===== config.mk =====
export PLATFORM = sky130hd
export DESIGN_NAME = rcg_isqrt
export DESIGN_NICKNAME = d
export VERILOG_FILES = /design/src/rcg_pkg.sv /design/src/rcg_isqrt.sv
export SDC_FILE = /design/constraint.sdc
export NUM_CORES = 1
export LEC_CHECK = 0
export BUFFER_PORTS_ARGS = -buffer_cell sky130_fd_sc_hd__buf_4
export CAP_MARGIN = 20
export CORE_MARGIN = 1.5
export CORE_UTILIZATION = 25
export CTS_CLUSTER_SIZE = 20
export DETAILED_ROUTE_END_ITERATION = 8
export PLACE_DENSITY = 0.44
export SLEW_MARGIN = 20
export SYNTH_ARGS = -nofsm -noshare
export SYNTH_HDL_FRONTEND = slang
export SYNTH_SLANG_ARGS = --single-unit

===== constraint.sdc =====
create_clock -name clk -period 7.2 [get_ports clk]
set_input_delay 1.44 -clock clk [delete_from_list [all_inputs] [get_ports clk]]
set_output_delay 1.44 -clock clk [all_outputs]
set_load 0.01 [all_outputs]

===== src/rcg_pkg.sv =====
// ----------------------------------------------------------------------------
// rcg_pkg
// Shared constants, widths and types for the Roberts cross gradient block.
// ----------------------------------------------------------------------------
`default_nettype none

package rcg_pkg;

  localparam int MAX_WIDTH  = 1024;
  localparam int MAX_HEIGHT = 4096;

  localparam int PIX_W        = 8;
  localparam int COL_W        = 10;
  localparam int ROW_W        = 13;
  localparam int WIDTH_REG_W  = 11;
  localparam int HEIGHT_REG_W = 13;

  localparam int RADICAND_W = 17;
  localparam int ROOT_W     = 9;
  localparam int STEP_W     = 4;

  localparam int ADDR_W = 3;
  localparam int DATA_W = 32;

  localparam logic [WIDTH_REG_W-1:0]  WIDTH_RESET  = 11'd640;
  localparam logic [HEIGHT_REG_W-1:0] HEIGHT_RESET = 13'd480;
  localparam logic [WIDTH_REG_W-1:0]  WIDTH_MIN    = 11'd2;
  localparam logic [WIDTH_REG_W-1:0]  WIDTH_MAX    = WIDTH_REG_W'(MAX_WIDTH);
  localparam logic [HEIGHT_REG_W-1:0] HEIGHT_MIN   = 13'd2;
  localparam logic [HEIGHT_REG_W-1:0] HEIGHT_MAX   = HEIGHT_REG_W'(MAX_HEIGHT);

  // register index, taken from paddr[2]
  localparam logic REG_IMAGE_WIDTH  = 1'b0;
  localparam logic REG_IMAGE_HEIGHT = 1'b1;

  typedef enum logic [2:0] {
    S_IDLE,
    S_LOOK,
    S_SQUARE,
    S_ROOT,
    S_DONE
  } rcg_state_t;

endpackage

`default_nettype wire


===== src/rcg_isqrt.sv =====
// ----------------------------------------------------------------------------
// rcg_isqrt
// Iterative floor square root, one result bit per cycle.
// ----------------------------------------------------------------------------
`default_nettype none

module rcg_isqrt
  import rcg_pkg::*;
(
  input  wire logic                  clk,
  input  wire logic                  rst,
  input  wire logic                  start,
  input  wire logic [RADICAND_W-1:0] radicand,
  output logic                       done,
  output logic      [ROOT_W-1:0]     root_out
);

  logic                  busy;
  logic [RADICAND_W-1:0] rem;
  logic [RADICAND_W-1:0] root;
  logic [STEP_W-1:0]     step;
  logic [RADICAND_W-1:0] bit_val;
  logic [RADICAND_W:0]   trial;
  logic [4:0]            shamt;

  assign shamt    = {4'(ROOT_W - 1) - step, 1'b0};
  assign bit_val  = RADICAND_W'(1) << shamt;
  assign trial    = {1'b0, root} + {1'b0, bit_val};
  assign root_out = root[ROOT_W-1:0];

  always_ff @(posedge clk) begin
    if (rst) begin
      busy <= 1'b0;
      done <= 1'b0;
      step <= '0;
    end else begin
      done <= 1'b0;
      if (start) begin
        busy <= 1'b1;
        step <= '0;
      end else if (busy) begin
        step <= step + STEP_W'(1);
        if (step == STEP_W'(ROOT_W - 1)) begin
          busy <= 1'b0;
          done <= 1'b1;
        end
      end
    end
  end

  always_ff @(posedge clk) begin
    if (start) begin
      rem  <= radicand;
      root <= '0;
    end else if (busy) begin
      if ({1'b0, rem} >= trial) begin
        rem  <= rem - trial[RADICAND_W-1:0];
        root <= (root >> 1) + bit_val;
      end else begin
        root <= root >> 1;
      end
    end
  end

endmodule

`default_nettype wire


==> impl_results.md <==
- Status: finished, final reports clean
- Gpl congestion: slightly above 0.8
- Die X-Extent: around 130 um
- Hold path start: root[12]
- Worst VDD drop: about 170 uV
- CP Max Fanout: 21
- Post-synthesis area per instance: ~8.4 um^2
- Fin util: 0.285
- Critical path startpoint category: flip-flop
- Die Span Y: approximately 130 um
- F_max: about 170 MHz
- Via count: roughly 3,500
- Cells after Synth: about 490
- Port Buffer Count: 29
- Post-CTS sizing: 0
- Period utilisation layout: 0.839
- Half-perimeter wire length after placement: just under 8000 um
- R2R Setup Slk: 1160 ps
- Post-synth top flop: dfxtp_1
- Initial Util: 0.257
- Synth warn: 0
- H-tree Lvls: 2
- Max Slew Vio Count: 0
- # nets final: 553
- Clk sinks: 40
- Hold-fix buffers, CTS: 0
- Rows: 46
- Final period demand of the worst path: 6040 ps
- Yosys reg bits: 40
- Final Hold Vio Count: 0
- Mapped Nets: ~550
- CTS max path bufs: 2
- Fill count: between 1,500 and 2,000
- Total grt overflow: 0
- Crit. End Element: flip-flop
- # diodes: 0
- Actual slew at the worst max-slew pin: between 900 and 1000 ps
- CTS tree: built
- Vias/cell: a little under 5
- Layout cells sized above 1: 0.139
- Initial drt markers: roughly 220
- First-pass GRT wire length: between 15,000 and 20,000 um
- CP required: around 7400 ps
- Post-CTS Setup Inserts: 0
- Max Cap Viol: 0
- Router iterations before antenna repair: 5
- Area Growth Syn to Fin: 10.8%
- Area contributors post-synth: edfxtp_1 (12%), dfxtp_1 (11%), ha_1 (11%), xnor2_1 (5.7%), nand2_1 (4.1%)
- WS Path Type: reg2reg
- FF-to-FF Start: step[1]
- Post-Syn Area: approximately 0.004 mm^2
- Yosys cell types: 75
- Post-synth EDFFs: 17
- Area leader, netlist: edfxtp_1
- Synth top area share: 0.124
- Die area: about 0.017 mm^2
- Footprint of the multi-input gates: between 0.002 and 0.003 mm^2
- Clock Latency Late Sink: 300 ps
- DRT Wirelength: approximately 10,000 um
- Layout Skew: between 5 and 6 ps
- Crit path DAT: roughly 6300 ps
- # DRC: 0
- Wire length per cell: 14.5 um
- RSZ-0062 raised after global routing: no
- R2r endpoint: root[13]
- CTS buffer count: 5
- FFs w/ async S/R, synth: 0
- Tightest Hold Check Type: reg2reg
- P_leak: 1.69 nW
- R2R cell count: 24
- Final setup vio count: 0
- Fin Setup TNS: 0 ps
- All-layer global routing usage: 0.123
- Slew margin rel.: 0.383
- Antenna violations before repair: 0
- ANT nets after route: 0
- Hold Path End: root[12]
- Sequential cell area: 971 um^2
- Power Density: 273 mW/mm^2
- Number of global-route vias before repair: roughly 3,300
- Largest net degree at the start of global routing: 57
- Io pins: 30
- Root buf cell: clkbuf_16
- Hold path cells: 2
- Sequential area share after synthesis: 0.236
- Worst-path clk slew: 60 ps
- Core footprint: between 0.015 and 0.02 mm^2
[power breakdown]
group / leakage, nW / internal [mW] / switching [mW]
clock: 0.0712 / 0.139 / 0.0991
combinational: 1.26 / 0.270 / 0.377
sequential: 0.358 / 0.311 / 0.0478
total: 1.69 / 0.719 / 0.524
[per-layer routing]
metal  track usage  routed length, um
met3        0.0224                363
met4        0.0407                147
met1         0.166               5250
met5             0                  0
met2         0.198               4610
[cell usage in the layout, fill, tap and decap left out, drive strengths merged, types with 4 or more instances in the layout]
cell type and n:
a211o 4, ha 36, mux2 4, nand4 9, edfxtp 17, a21o 5, nand2b 7, o221ai 4
nor3 5, buf 30, and2 5, nor2b 7, inv 19, or2 4, o31ai 6, nand3 24
clkbuf 8, nand2 46, xor2 16, a21oi 25, o21ai 37, xnor2 27, dfxtp 23, a31o 4
o21a 5, mux2i 6, a31oi 9, o21bai 10, o211ai 4, a211oi 9, nor2 43
[worst max-delay path by stage]
stage / startpoint / to / slack, ps / cells past startpoint
global placement: step[1] / root[13] / 1400 / 24
finish: step[1] / root[13] / 1160 / 24
CTS: step[1] / root[13] / 1160 / 24
detailed placement: step[1] / root[13] / 1170 / 24
floorplan: step[1] / root[15] / 2010 / 25
global route: step[1] / root[13] / 600 / 24
[cells by family after synthesis]
| kind of cell | Yosys count | share of synthesized area |
|---|---|---|
| XOR/XNOR | 43 | 0.0915 |
| adder cells (fa/ha/maj) | 39 | 0.119 |
| flip-flops | 40 | 0.236 |
| AND/OR/NAND/NOR | 164 | 0.204 |
| buffers and inverters | 51 | 0.0651 |
| multiplexers | 10 | 0.0255 |
| AO/OA/AOI/OAI | 144 | 0.258 |
[final cells by class]
type | count | share of cell area
repair buffers | 30 | 0.0494
inverters | 19 | 0.0156
well taps | 216 | 0.0593
flip-flops and latches | 40 | 0.213
multi-input cells | 400 | 0.631
clock buffers | 8 | 0.0321
[state kept, by name, indices dropped and copies added, names as in the netlist]
| name | count |
|---|---|
| busy | 1 |
| root | 17 |
| step | 4 |
| done | 1 |
| rem | 17 |
[cells in the mapped netlist, types with 5 or more instances]
cell / n
o21ai_0: 29
nand3_1: 23
nor3_1: 5
nand2_1: 45
nand4_1: 8
o31ai_1: 5
clkbuf_1: 12
a211oi_1: 8
nor2b_1: 6
o21a_1: 5
a21oi_1: 25
buf_2: 7
dfxtp_1: 23
o21bai_1: 10
a31oi_1: 9
xor2_1: 16
mux2i_1: 6
inv_1: 19
nor2_1: 43
xnor2_1: 27
edfxtp_1: 17
and2_1: 5
nand2b_1: 7
buf_4: 9
ha_1: 36
[stage by stage]
| stage | hold WS [ps] | instances | cell area, um^2 | power, mW | setup slack (ps) |
|---|---|---|---|---|---|
| floorplan | 495 | 491 | 4120 | 0.899 | 2010 |
| global placement | 522 | 705 | 4410 | 1.01 | 1400 |
| detailed placement | 531 | 705 | 4410 | 1.01 | 1170 |
| CTS | 543 | 713 | 4560 | 1.26 | 1160 |
| global route | 572 | 713 | 4560 | 1.35 | 601 |
| finish | 540 | 713 | 4560 | 1.24 | 1160 |
[worst max-delay path, stage by stage, from the launching register on]
cell,delay (ps)
dfxtp_1,510
inv_1,140
ha_1,280
nand2b_1,190
a21boi_4,190
o21ai_0,200
and2_1,210
ha_1,200
nand2_1,70
maj3_2,380
o31ai_2,390
nor2_1,130
o21bai_1,250
a31oi_1,130
xnor2_1,170
ha_1,330
nand4_1,150
nor3_1,200
nor3b_1,70
o21ai_0,80
a41oi_1,110
nor4_4,580
nand2_4,300
or3_1,410
a311oi_1,240
Note: power is estimated with default switching activity, not from simulation.
